<file path="config.mk">
export PLATFORM = sky130hd
export DESIGN_NAME = priority_ordered_task_queue
export DESIGN_NICKNAME = d
export VERILOG_FILES = /design/src/rtl/core/potq_pkg.sv /design/src/rtl/core/potq_ctrl.sv /design/src/rtl/core/potq_dp.sv /design/src/rtl/core/priority_ordered_task_queue.sv
export SDC_FILE = /design/constraint.sdc
export NUM_CORES = 2
export LEC_CHECK = 0
export BUFFER_PORTS_ARGS = -buffer_cell sky130_fd_sc_hd__buf_2
export CAP_MARGIN = 20
export CORE_MARGIN = 1
export CORE_UTILIZATION = 30
export DETAILED_ROUTE_END_ITERATION = 8
export GPL_TIMING_DRIVEN = 0
export HOLD_SLACK_MARGIN = 0.08
export PLACE_DENSITY = 0.48
export RECOVER_POWER = 25
export SYNTH_ARGS = -nofsm -noshare
export SYNTH_HDL_FRONTEND = slang
export SYNTH_SLANG_ARGS = --single-unit
</file>
<file path="constraint.sdc">
create_clock -name clk -period 14.65 [get_ports clk]
set_clock_uncertainty 0.15 [all_clocks]
set_input_delay 3.6625 -clock clk [delete_from_list [all_inputs] [get_ports clk]]
set_output_delay 3.6625 -clock clk [all_outputs]
set_load 0.005 [all_outputs]
</file>
<file path="src/rtl/core/potq_pkg.sv">
package potq_pkg;

  // request codes
  localparam logic REQ_ADD      = 1'b0;
  localparam logic REQ_DISPATCH = 1'b1;

  // result status codes
  localparam logic [1:0] STAT_ADDED      = 2'd0;
  localparam logic [1:0] STAT_DISPATCHED = 2'd1;
  localparam logic [1:0] STAT_EMPTY      = 2'd2;
  localparam logic [1:0] STAT_FULL       = 2'd3;

  localparam int ID_W    = 8;
  localparam int PRI_W   = 8;
  localparam int BURST_W = 16;
  localparam int TIME_W  = 32;
  localparam int SUM_W   = 48;
  localparam int DONE_W  = 16;
  localparam int LEVEL_W = 5;

  typedef struct packed {
    logic [BURST_W-1:0] burst;
    logic [PRI_W-1:0]   pri;
    logic [ID_W-1:0]    id;
  } slot_t;

  // controller to datapath commands
  typedef struct packed {
    logic capture;  // latch the incoming request
    logic exec;     // update the queue and elapsed time
    logic finish;   // update the sums and load the result register
  } cmd_t;

endpackage

</file>
<file path="src/rtl/core/potq_ctrl.sv">
module potq_ctrl (
  input  logic             clk,
  input  logic             rst_n,
  input  logic             in_valid,
  output logic             in_ready,
  output logic             out_valid,
  input  logic             out_ready,
  output potq_pkg::cmd_t   cmd
);

  localparam logic [1:0] ST_IDLE  = 2'd0;
  localparam logic [1:0] ST_EXEC  = 2'd1;
  localparam logic [1:0] ST_ACCUM = 2'd2;

  logic [1:0] state_r, state_nxt;
  logic       out_valid_r, out_valid_nxt;
  logic       can_finish;
  logic       take_in;

  // result register is free or being emptied this cycle
  assign can_finish = !out_valid_r || out_ready;
  assign in_ready   = (state_r == ST_IDLE) || ((state_r == ST_ACCUM) && can_finish);
  assign take_in    = in_valid && in_ready;
  assign out_valid  = out_valid_r;

  always_comb begin
    state_nxt   = state_r;
    cmd.capture = take_in;
    cmd.exec    = 1'b0;
    cmd.finish  = 1'b0;
    case (state_r)
      ST_IDLE: begin
        if (take_in) state_nxt = ST_EXEC;
      end
      ST_EXEC: begin
        cmd.exec  = 1'b1;
        state_nxt = ST_ACCUM;
      end
      ST_ACCUM: begin
        if (can_finish) begin
          cmd.finish = 1'b1;
          state_nxt  = take_in ? ST_EXEC : ST_IDLE;
        end
      end
      default: state_nxt = ST_IDLE;
    endcase
  end

  always_comb begin
    out_valid_nxt = out_valid_r;
    if (out_valid_r && out_ready) out_valid_nxt = 1'b0;
    if (cmd.finish) out_valid_nxt = 1'b1;
  end

  always_ff @(posedge clk) begin
    if (!rst_n) begin
      state_r     <= ST_IDLE;
      out_valid_r <= 1'b0;
    end else begin
      state_r     <= state_nxt;
      out_valid_r <= out_valid_nxt;
    end
  end

`ifndef SYNTHESIS
  a_exec_to_accum: assert property (@(posedge clk) disable iff (!rst_n)
    state_r == ST_EXEC |=> state_r == ST_ACCUM)
    else $error("exec state not followed by accumulate");

  a_finish_valid: assert property (@(posedge clk) disable iff (!rst_n)
    cmd.finish |=> out_valid_r)
    else $error("finished result not presented");

  a_accept_exec: assert property (@(posedge clk) disable iff (!rst_n)
    in_valid && in_ready |=> state_r == ST_EXEC)
    else $error("accepted request not executed");

  a_hold_result: assert property (@(posedge clk) disable iff (!rst_n)
    out_valid_r && !out_ready && state_r == ST_ACCUM |=> state_r == ST_ACCUM)
    else $error("pending result would be overwritten");
`endif

endmodule

</file>
<file path="src/rtl/core/potq_dp.sv">
module potq_dp #(
  parameter int QUEUE_DEPTH = 16
) (
  input  logic                            clk,
  input  logic                            rst_n,
  input  potq_pkg::cmd_t                  cmd,
  input  logic                            in_req_type,
  input  logic [potq_pkg::ID_W-1:0]       in_task_id,
  input  logic [potq_pkg::PRI_W-1:0]      in_task_priority,
  input  logic [potq_pkg::BURST_W-1:0]    in_task_burst,
  output logic [1:0]                      out_status,
  output logic [potq_pkg::ID_W-1:0]       out_task_id,
  output logic [potq_pkg::BURST_W-1:0]    out_burst,
  output logic [potq_pkg::TIME_W-1:0]     out_finish_time,
  output logic [potq_pkg::TIME_W-1:0]     out_wait_time,
  output logic [potq_pkg::SUM_W-1:0]      out_turnaround_sum,
  output logic [potq_pkg::SUM_W-1:0]      out_waiting_sum,
  output logic [potq_pkg::DONE_W-1:0]     out_done_count,
  output logic [potq_pkg::LEVEL_W-1:0]    out_queue_level
);

  localparam int CNT_W = $clog2(QUEUE_DEPTH + 1);

  // captured request
  logic                           req_r;
  logic [potq_pkg::ID_W-1:0]      id_r;
  logic [potq_pkg::PRI_W-1:0]     pri_r;
  logic [potq_pkg::BURST_W-1:0]   burst_r;

  // cell row, ordered head first
  potq_pkg::slot_t slot_r   [QUEUE_DEPTH];
  potq_pkg::slot_t slot_nxt [QUEUE_DEPTH];
  potq_pkg::slot_t new_slot;
  logic [QUEUE_DEPTH-1:0] ge;

  logic [CNT_W-1:0]               count_r;
  logic [potq_pkg::TIME_W-1:0]    elapsed_r;
  logic [potq_pkg::SUM_W-1:0]     turn_r, wsum_r;
  logic [potq_pkg::DONE_W-1:0]    done_r;

  // per-request results between exec and finish
  logic [1:0]                     status_r;
  logic [potq_pkg::ID_W-1:0]      hd_id_r;
  logic [potq_pkg::BURST_W-1:0]   hd_burst_r;
  logic [potq_pkg::TIME_W-1:0]    fin_r, wt_r;

  logic                           full, empty, do_ins, do_pop;
  logic [potq_pkg::TIME_W:0]      el_sum;
  logic [potq_pkg::TIME_W-1:0]    el_new, wt_new;
  logic [potq_pkg::SUM_W:0]       turn_sum, wsum_sum;
  logic [potq_pkg::SUM_W-1:0]     turn_nxt, wsum_nxt;
  logic [potq_pkg::DONE_W-1:0]    done_nxt;
  logic                           dispatched;
  logic [31:0]                    level_ext;

  assign full   = count_r == CNT_W'(QUEUE_DEPTH);
  assign empty  = count_r == '0;
  assign do_ins = cmd.exec && (req_r == potq_pkg::REQ_ADD) && !full;
  assign do_pop = cmd.exec && (req_r == potq_pkg::REQ_DISPATCH) && !empty;

  assign new_slot.id    = id_r;
  assign new_slot.pri   = pri_r;
  assign new_slot.burst = burst_r;

  // held tasks that stay ahead of the new one
  always_comb begin
    for (int i = 0; i < QUEUE_DEPTH; i++) begin
      ge[i] = (CNT_W'(i) < count_r) && (slot_r[i].pri >= pri_r);
    end
  end

  always_comb begin
    slot_nxt = slot_r;
    if (do_ins) begin
      if (!ge[0]) slot_nxt[0] = new_slot;
      for (int i = 1; i < QUEUE_DEPTH; i++) begin
        if (!ge[i]) slot_nxt[i] = ge[i-1] ? new_slot : slot_r[i-1];
      end
    end else if (do_pop) begin
      for (int i = 0; i < QUEUE_DEPTH - 1; i++) begin
        slot_nxt[i] = slot_r[i+1];
      end
    end
  end

  // saturating elapsed time; wait is the old elapsed time unless clipped
  assign el_sum = {1'b0, elapsed_r} + (potq_pkg::TIME_W + 1)'(slot_r[0].burst);
  assign el_new = el_sum[potq_pkg::TIME_W] ? '1 : el_sum[potq_pkg::TIME_W-1:0];
  assign wt_new = el_sum[potq_pkg::TIME_W]
                  ? ~potq_pkg::TIME_W'(slot_r[0].burst) : elapsed_r;

  assign dispatched = status_r == potq_pkg::STAT_DISPATCHED;
  assign turn_sum   = {1'b0, turn_r} + (potq_pkg::SUM_W + 1)'(fin_r);
  assign wsum_sum   = {1'b0, wsum_r} + (potq_pkg::SUM_W + 1)'(wt_r);

  always_comb begin
    turn_nxt = turn_r;
    wsum_nxt = wsum_r;
    done_nxt = done_r;
    if (dispatched) begin
      turn_nxt = turn_sum[potq_pkg::SUM_W] ? '1 : turn_sum[potq_pkg::SUM_W-1:0];
      wsum_nxt = wsum_sum[potq_pkg::SUM_W] ? '1 : wsum_sum[potq_pkg::SUM_W-1:0];
      if (done_r != '1) done_nxt = done_r + potq_pkg::DONE_W'(1);
    end
  end

  assign level_ext = 32'(count_r);

  always_ff @(posedge clk) begin
    if (cmd.capture) begin
      req_r   <= in_req_type;
      id_r    <= in_task_id;
      pri_r   <= in_task_priority;
      burst_r <= in_task_burst;
    end
    slot_r <= slot_nxt;
    if (cmd.exec) begin
      hd_id_r    <= '0;
      hd_burst_r <= '0;
      fin_r      <= '0;
      wt_r       <= '0;
      if (req_r == potq_pkg::REQ_ADD) begin
        status_r <= full ? potq_pkg::STAT_FULL : potq_pkg::STAT_ADDED;
      end else if (empty) begin
        status_r <= potq_pkg::STAT_EMPTY;
      end else begin
        status_r   <= potq_pkg::STAT_DISPATCHED;
        hd_id_r    <= slot_r[0].id;
        hd_burst_r <= slot_r[0].burst;
        fin_r      <= el_new;
        wt_r       <= wt_new;
      end
    end
    if (cmd.finish) begin
      out_status         <= status_r;
      out_task_id        <= hd_id_r;
      out_burst          <= hd_burst_r;
      out_finish_time    <= fin_r;
      out_wait_time      <= wt_r;
      out_turnaround_sum <= turn_nxt;
      out_waiting_sum    <= wsum_nxt;
      out_done_count     <= done_nxt;
      out_queue_level    <= level_ext[potq_pkg::LEVEL_W-1:0];
    end
  end

  always_ff @(posedge clk) begin
    if (!rst_n) begin
      count_r   <= '0;
      elapsed_r <= '0;
      turn_r    <= '0;
      wsum_r    <= '0;
      done_r    <= '0;
    end else begin
      if (do_ins) count_r <= count_r + CNT_W'(1);
      if (do_pop) begin
        count_r   <= count_r - CNT_W'(1);
        elapsed_r <= el_new;
      end
      if (cmd.finish) begin
        turn_r <= turn_nxt;
        wsum_r <= wsum_nxt;
        done_r <= done_nxt;
      end
    end
  end

`ifndef SYNTHESIS
  a_ins_count: assert property (@(posedge clk) disable iff (!rst_n)
    do_ins |=> count_r == $past(count_r) + CNT_W'(1))
    else $error("insert did not grow the queue");

  a_full_stable: assert property (@(posedge clk) disable iff (!rst_n)
    cmd.exec && full && (req_r == potq_pkg::REQ_ADD) |=> $stable(count_r))
    else $error("rejected add changed the queue level");
`endif

endmodule

</file>
<file path="src/rtl/core/priority_ordered_task_queue.sv">
// each request is captured, then the cell row and elapsed time are updated,
// then the saturating 48-bit sums are updated and the result register loaded,
// which waits while the previous result is still held and not taken
// the next request is taken in the cycle its predecessor's result is loaded
// reset (rst_n, synchronous, active low) empties the queue and clears time,
// sums and done count; task slot contents are not reset
module priority_ordered_task_queue #(
  parameter int QUEUE_DEPTH = 16
) (
  input  logic                            clk,
  input  logic                            rst_n,
  // request channel
  input  logic                            in_valid,
  output logic                            in_ready,
  input  logic                            in_req_type,
  input  logic [potq_pkg::ID_W-1:0]       in_task_id,
  input  logic [potq_pkg::PRI_W-1:0]      in_task_priority,
  input  logic [potq_pkg::BURST_W-1:0]    in_task_burst,
  // result channel
  output logic                            out_valid,
  input  logic                            out_ready,
  output logic [1:0]                      out_status,
  output logic [potq_pkg::ID_W-1:0]       out_task_id,
  output logic [potq_pkg::BURST_W-1:0]    out_burst,
  output logic [potq_pkg::TIME_W-1:0]     out_finish_time,
  output logic [potq_pkg::TIME_W-1:0]     out_wait_time,
  output logic [potq_pkg::SUM_W-1:0]      out_turnaround_sum,
  output logic [potq_pkg::SUM_W-1:0]      out_waiting_sum,
  output logic [potq_pkg::DONE_W-1:0]     out_done_count,
  output logic [potq_pkg::LEVEL_W-1:0]    out_queue_level
);

  // command bundle from the sequencer to the datapath
  potq_pkg::cmd_t cmd;

  // sequencer: captures a request transaction, steps it through the
  // queue update and the accumulate step, and owns the result valid flag
  potq_ctrl u_ctrl (
    .clk       (clk),
    .rst_n     (rst_n),
    .in_valid  (in_valid),
    .in_ready  (in_ready),
    .out_valid (out_valid),
    .out_ready (out_ready),
    .cmd       (cmd)
  );

  // datapath: the priority-sorted shifting cell row, elapsed time,
  // saturating sums and the result register
  potq_dp #(
    .QUEUE_DEPTH (QUEUE_DEPTH)
  ) u_dp (
    .clk                (clk),
    .rst_n              (rst_n),
    .cmd                (cmd),
    .in_req_type        (in_req_type),
    .in_task_id         (in_task_id),
    .in_task_priority   (in_task_priority),
    .in_task_burst      (in_task_burst),
    .out_status         (out_status),
    .out_task_id        (out_task_id),
    .out_burst          (out_burst),
    .out_finish_time    (out_finish_time),
    .out_wait_time      (out_wait_time),
    .out_turnaround_sum (out_turnaround_sum),
    .out_waiting_sum    (out_waiting_sum),
    .out_done_count     (out_done_count),
    .out_queue_level    (out_queue_level)
  );

endmodule

</file>
After elaboration in Yosys (flattened, before gate mapping)
Cells that the tools add are included.
- equality and inequality tests: 22
- mux-type cells: 54
- bitwise operators: 3
- magnitude comparators: 32
- $add $sub $neg: 6
- shift operators: 0
- multiply operators: 0
- div/mod/pow operators: 0
- reduce and logical (&&, ||, !) cells: 50
- operator list (cell ; count):
    $mux 32 ; 32
    $mux 480 ; 2
    $mux 48 ; 4
    $ge 8x8->1 ; 16
    $add 48x32->49 ; 2
    $lt 4x5->1 const A ; 8
    $reduce_and 2->1 ; 17
    $add 32x16->33 ; 1
    $mux 16 ; 2
    $not 16->32 ; 1
    $ne 2x2->1 const B ; 15
    $logic_and 1x1->1 ; 23
    $lt 3x5->1 const A ; 4
    $add 16x1->16 const B ; 1
    $ne 16x16->1 const B ; 1
    $lt 1x5->1 const A ; 2
    $lt 2x5->1 const A ; 2
    $mux 2 ; 5
    $mux 5 ; 2
    $mux 1 ; 6
    $pmux 2 s3 ; 1
    $add 5x1->5 const B ; 1
    $eq 5x5->1 const B ; 1
    $logic_not 5->1 ; 1
    other kinds (10) ; 17
- bits in latches: 0
- input port bits: 37
- RAM bits: 0
- register bits after elaboration: 994
- output and inout bits: 209
- memory bits (read-only): 0
- memories kept: 0
- logic and storage cells: 240

Longest topological paths before layout
- depth in word-level cells: 8
- gate-level depth with buffers: 13
- mapped depth without buffers: 11

By module
From an unflattened synthesis, not the netlist that was laid out.
- cells, all modules: 4804
- area, all modules: 51707.1 sq um
- modules (own cells, without submodules) (module ; area each (sq um) ; cells an instance ; seq. area each (sq um) ; times used):
    potq_dp ; 51533.2 ; 4787 ; 28267.1 ; 1
    potq_ctrl ; 173.9 ; 17 ; 60.1 ; 1

Worst setup path before layout
OpenSTA, ideal clock, no wires.
- path kind: input port to flip-flop
- start: input port out_ready
- end: register u_dp.done_r[14] in the netlist's numbering
- setup time: 0.426 ns
- required time: 14.074 ns
- path buffers: 3
- cell stages on the path: 7
- data arrival time: 10.546 ns
- path slack: 3.528 ns
- path through: nand2b_1 > nand2b_1 > clkbuf_1 > inv_1 > clkbuf_1 > clkbuf_1 > a311oi_1
- cells in the longest elaborated chain, start to end: 3
- RTL lines (item ; RTL line ; text):
    start, declared ; priority_ordered_task_queue.sv:21 ; input logic out_ready,
    $logic_or 1x1->1 ; potq_ctrl.sv:21 ; assign can_finish = !out_valid_r || out_ready;
    $mux 1 ; potq_ctrl.sv:40 ; if (can_finish) begin
    $mux 1 ; potq_ctrl.sv:31 ; case (state_r)
    end signal, assigned ; potq_dp.sv:163 ; done_r <= done_nxt;
    end, declared ; potq_dp.sv:39 ; logic [potq_pkg::DONE_W-1:0] done_r;
Every way passes these cells.
A chain may end at the register's enable or synchronous reset.

Final worst setup path
- start: input port out_ready
- end: output port in_ready
- cells in the longest elaborated chain, start to end: 3
- RTL lines (item ; RTL line ; text):
    $logic_or 1x1->1 ; potq_ctrl.sv:21 ;
    $logic_and 1x1->1 ; potq_ctrl.sv:22 ; assign in_ready = (state_r == ST_IDLE) || ((state_r == ST_ACCUM) && can_finish);
    $logic_or 1x1->1 ; potq_ctrl.sv:22 ;
    end, declared ; priority_ordered_task_queue.sv:14 ; output logic in_ready,
Every way passes these cells.

==> load_flow_metrics.sql <==
INSERT INTO impl_metrics (metric_group, metric, value, unit) VALUES
('status', 'status', 'finished with violations', ''),
('status', 'violated_checks', 'max-capacitance violations, max-slew violations', ''),
('detailed_routing', 'avgViaCountPerCell', '4.96', ''),
('synthesis', 'ys_seq_elements', '994', ''),
('worst_hold_path', 'hold_path.class', 'reg -> reg', ''),
('worst_setup_path', 'ff2ff_setup_slack', '7.31', 'ns'),
('power_and_ir_drop', 'intPower', '5.01', 'mW'),
('clocking', 'cts-hold-fix-buffers', '0', ''),
('sta', 'post_route_minimum_period', '8.19', 'ns'),
('synthesis', 'synth-edff-count', '842', ''),
('floorplan', 'die_width', '414', 'um'),
('clocking', 'cts-htree-levels', '3', ''),
('global_routing', 'first_global_vias', '36231', ''),
('worst_hold_path', 'worst_hold_path.num_cells', '0', ''),
('detailed_routing', 'route.antenna.remaining_nets', '0', ''),
('clocking', 'numClockSinks', '994', ''),
('global_routing', 'grt.total_usage', '0.180', ''),
('layout', 'filler_cell_count', '16976', ''),
('placed_design', 'place_ws', '6.52', 'ns'),
('placed_design', 'io_buffers', '244', ''),
('sta', 'max_slew.worst_pin.slew', '2.39', 'ns'),
('floorplan', 'design.portCount', '246', ''),
('global_routing', 'grtUsageMet1', '0.241', ''),
('synthesis', 'synth_top_area_cell', 'sky130_fd_sc_hd__edfxtp_1', ''),
('worst_setup_path', 'timing.setup.critical_path_class', 'in -> out', ''),
('power_and_ir_drop', 'leakagePower', '22.7', 'nW'),
('power_and_ir_drop', 'seq_power_share', '0.491', ''),
('synthesis', 'synth.yosys.seq_area_share', '0.557', ''),
('layout', 'multi_input_area', '21100', 'um2'),
('detailed_routing', 'wl_per_cell', '21.3', 'um'),
('synthesis', 'synth_top_area_share', '0.497', ''),
('placed_design', 'place_area', '55500', 'um2'),
('worst_hold_path', 'timing.hold.worst_endpoint', 'u_dp.out_burst[6]$_DFFE_PP_', ''),
('clocking', 'clk_pin_slew_worst_paths', '0.06', 'ns'),
('floorplan', 'fp.coreArea', '168000', 'um2'),
('clocking', 'clock_latency', '0.75', 'ns'),
('sta', 'report.final.hold_viol_count', '0', ''),
('worst_setup_path', 'ff2ff_path_depth', '7', ''),
('worst_setup_path', 'timing.critical_path.from_type', 'input port', ''),
('sta', 'postLayoutSetupSlackWorst', '6.46', 'ns'),
('synthesis', 'syn-mean-instance-area', '10.9', 'um2'),
('flow_run', 'cap_viol_max_count', '6', ''),
('synthesis', 'ys_top_cells_by_area', 'sky130_fd_sc_hd__edfxtp_1 (50%), sky130_fd_sc_hd__mux2i_1 (8.8%), sky130_fd_sc_hd__o21ai_0 (6.4%)', ''),
('layout', 'signed_area_change_from_the_synthesized_netlist_to_the_final_layout', '16.4', '%'),
('global_routing', 'grt.busiest_layer', 'met2', ''),
('worst_setup_path', 'timing.critical_path.to_type', 'output pin', ''),
('power_and_ir_drop', 'irDropWorstVdd', '88.7', 'uV'),
('placed_design', 'dp.final_hpwl', '124000', 'um'),
('clocking', 'post_cts_buffers', '0', ''),
('layout', 'design.final.nets', '5315', ''),
('synthesis', 'synth-async-reset-ratio', '0', ''),
('sta', 'timing_max_transition_violations_final', '136', ''),
('detailed_routing', 'drt_wl_total', '157000', 'um'),
('sta', 'grt_setup_unrepaired', 'false', ''),
('clocking', 'buffer_levels_on_the_longest_clock_path', '3', ''),
('detailed_routing', 'drtPass1Iterations', '5', ''),
('floorplan', 'floorplan.die_area', '171000', 'um2'),
('floorplan', 'start_util', '0.303', ''),
('synthesis', 'synthDistinctLibCells', '83', ''),
('power_and_ir_drop', 'sw_frac', '0.246', ''),
('worst_setup_path', 'r2r-end', 'u_dp.slot_r[198]$_DFFE_PP_', ''),
('worst_setup_path', 'critical_path_arrival', '4.38', 'ns'),
('detailed_routing', 'dr.first_iter.drc_count', '2558', ''),
('synthesis', 'yosysWarningCount', '0', ''),
('global_routing', 'grt_use_met3', '0.0224', ''),
('detailed_routing', 'vias', '36576', ''),
('detailed_routing', 'drc_errors', '0', ''),
('synthesis', 'synth_area', '50900', 'um2'),
('worst_setup_path', 'cp_data_required_time', '10.84', 'ns'),
('worst_setup_path', 'cp_max_fo', '4', ''),
('layout', 'final-seq-area', '28300', 'um2');
[power groups by stage]
| stage | logic, mW | registers, mW | clock network (mW) |
|---|---|---|---|
| after floorplan | 0.311 | 3.29 | 0 |
| after global placement | 0.474 | 3.33 | 0 |
| after detailed placement | 0.506 | 3.32 | 0 |
| after CTS | 0.507 | 3.26 | 2.96 |
| after global routing | 0.560 | 3.27 | 3.05 |
| final | 0.499 | 3.26 | 2.88 |
[cell usage after synthesis (4+ instances only)]
library cell,number
sky130_fd_sc_hd__ha_1,212
sky130_fd_sc_hd__o211ai_1,9
sky130_fd_sc_hd__o21a_1,20
sky130_fd_sc_hd__buf_2,36
sky130_fd_sc_hd__o311ai_0,4
sky130_fd_sc_hd__or3_1,15
sky130_fd_sc_hd__a311oi_1,22
sky130_fd_sc_hd__a211oi_1,63
sky130_fd_sc_hd__o22a_1,4
sky130_fd_sc_hd__a21o_1,59
sky130_fd_sc_hd__buf_1,11
sky130_fd_sc_hd__o21bai_1,11
sky130_fd_sc_hd__o31ai_1,6
sky130_fd_sc_hd__dfxtp_1,152
sky130_fd_sc_hd__clkbuf_1,258
sky130_fd_sc_hd__a31oi_1,26
sky130_fd_sc_hd__nor2_1,271
sky130_fd_sc_hd__a2111oi_0,5
sky130_fd_sc_hd__nand4_1,25
sky130_fd_sc_hd__o21ai_0,647
sky130_fd_sc_hd__mux2i_1,445
sky130_fd_sc_hd__o221a_2,4
sky130_fd_sc_hd__and3_1,68
sky130_fd_sc_hd__xnor2_1,87
sky130_fd_sc_hd__o2111ai_1,4
sky130_fd_sc_hd__o22ai_1,4
sky130_fd_sc_hd__a22oi_1,5
sky130_fd_sc_hd__xor2_1,39
sky130_fd_sc_hd__and2_1,15
sky130_fd_sc_hd__and4_1,14
sky130_fd_sc_hd__mux2_2,34
sky130_fd_sc_hd__a211o_1,7
sky130_fd_sc_hd__nor2b_1,21
sky130_fd_sc_hd__nand3_1,43
sky130_fd_sc_hd__o21ai_1,11
sky130_fd_sc_hd__nand2b_1,28
sky130_fd_sc_hd__inv_1,60
sky130_fd_sc_hd__or2_2,5
sky130_fd_sc_hd__nor3_1,54
sky130_fd_sc_hd__nand2_1,738
sky130_fd_sc_hd__a21oi_1,227
sky130_fd_sc_hd__edfxtp_1,842
[final cells by class]
type,count,share of cell area
sequential,994,0.479
multi-input combinational,3313,0.357
clock buffer,142,0.0525
tap,2204,0.0466
timing repair buffer,267,0.0295
buffer,309,0.0205
clock inverter,76,0.0111
inverter,61,0.00389
antenna,2,0.0000846
[sequential cells by signal (all words and copies together), names as in the netlist, 48 cells and up]
name and flops:
u_dp.slot_r 512, u_dp.turn_r 48, u_dp.wsum_r 48, u_dp.out_waiting_sum 48, u_dp.out_turnaround_sum 48
[worst max-delay path, stage by stage]
cell,delay [ns]
sky130_fd_sc_hd__clkbuf_1,0.13
sky130_fd_sc_hd__nor2b_1,0.07
sky130_fd_sc_hd__a21oi_1,0.30
sky130_fd_sc_hd__buf_2,0.21
[layer usage]
layer,share of wire,vias up
met5,0,-
met4,0.028,0
met3,0.044,205
li1,-,17959
met1,0.45,17415
met2,0.48,997
[placed cells by master (no fill, tap or decap), types with 12 or more instances in the layout]
cell	synthesis	final
sky130_fd_sc_hd__edfxtp_1	842	842
sky130_fd_sc_hd__xnor2_1	87	87
sky130_fd_sc_hd__o21ai_0	647	639
sky130_fd_sc_hd__dfxtp_1	152	152
sky130_fd_sc_hd__clkinv_2	0	22
sky130_fd_sc_hd__mux2i_1	445	445
sky130_fd_sc_hd__buf_2	36	267
sky130_fd_sc_hd__nand2b_1	28	28
sky130_fd_sc_hd__and2_1	15	12
sky130_fd_sc_hd__nor2b_1	21	21
sky130_fd_sc_hd__nand3_1	43	43
sky130_fd_sc_hd__and3_1	68	68
sky130_fd_sc_hd__a311oi_1	22	22
sky130_fd_sc_hd__a31oi_1	26	27
sky130_fd_sc_hd__buf_16	0	18
sky130_fd_sc_hd__ha_1	212	212
sky130_fd_sc_hd__o21a_1	20	19
sky130_fd_sc_hd__or3_1	15	15
sky130_fd_sc_hd__nand2_1	738	738
sky130_fd_sc_hd__xor2_1	39	39
sky130_fd_sc_hd__and4_1	14	14
sky130_fd_sc_hd__a21o_1	59	59
sky130_fd_sc_hd__inv_1	60	60
sky130_fd_sc_hd__nand4_1	25	25
sky130_fd_sc_hd__clkbuf_16	0	120
sky130_fd_sc_hd__nor3_1	54	54
sky130_fd_sc_hd__mux2_2	34	31
sky130_fd_sc_hd__a21oi_1	227	228
sky130_fd_sc_hd__clkbuf_1	258	293
sky130_fd_sc_hd__a211oi_1	63	65
sky130_fd_sc_hd__nor2_1	271	271
sky130_fd_sc_hd__clkinv_1	0	33
[per-stage QoR]
step / instances / hold slack (ns) / power, mW
6_report: 7368 / 0.264 / 6.64
3_3_place_gp: 7125 / 0.255 / 3.81
3_5_place_dp: 7148 / 0.255 / 3.82
2_1_floorplan: 4677 / 0.250 / 3.60
4_1_cts: 7366 / 0.267 / 6.72
5_1_grt: 7367 / 0.275 / 6.88
[logic make-up after synthesis]
group	after synthesis	share of synthesized area
mux	480	0.0953
fa+ha+maj	215	0.0533
simple gates	1313	0.111
flops	994	0.557
xor+xnor	126	0.0217
compound gates	1179	0.133
buf+inv	370	0.0284
[worst max-delay path by stage]
stage | startpoint | endpoint | cells past startpoint
after floorplan | out_ready | u_dp.done_r[14]$_SDFFE_PN0P_ | 7
after global placement | out_ready | u_dp.done_r[14]$_SDFFE_PN0P_ | 8
after detailed placement | out_ready | in_ready | 4
after CTS | out_ready | in_ready | 4
after global routing | out_ready | in_ready | 4
final | out_ready | in_ready | 4
(Power assumes the default switching activity.)
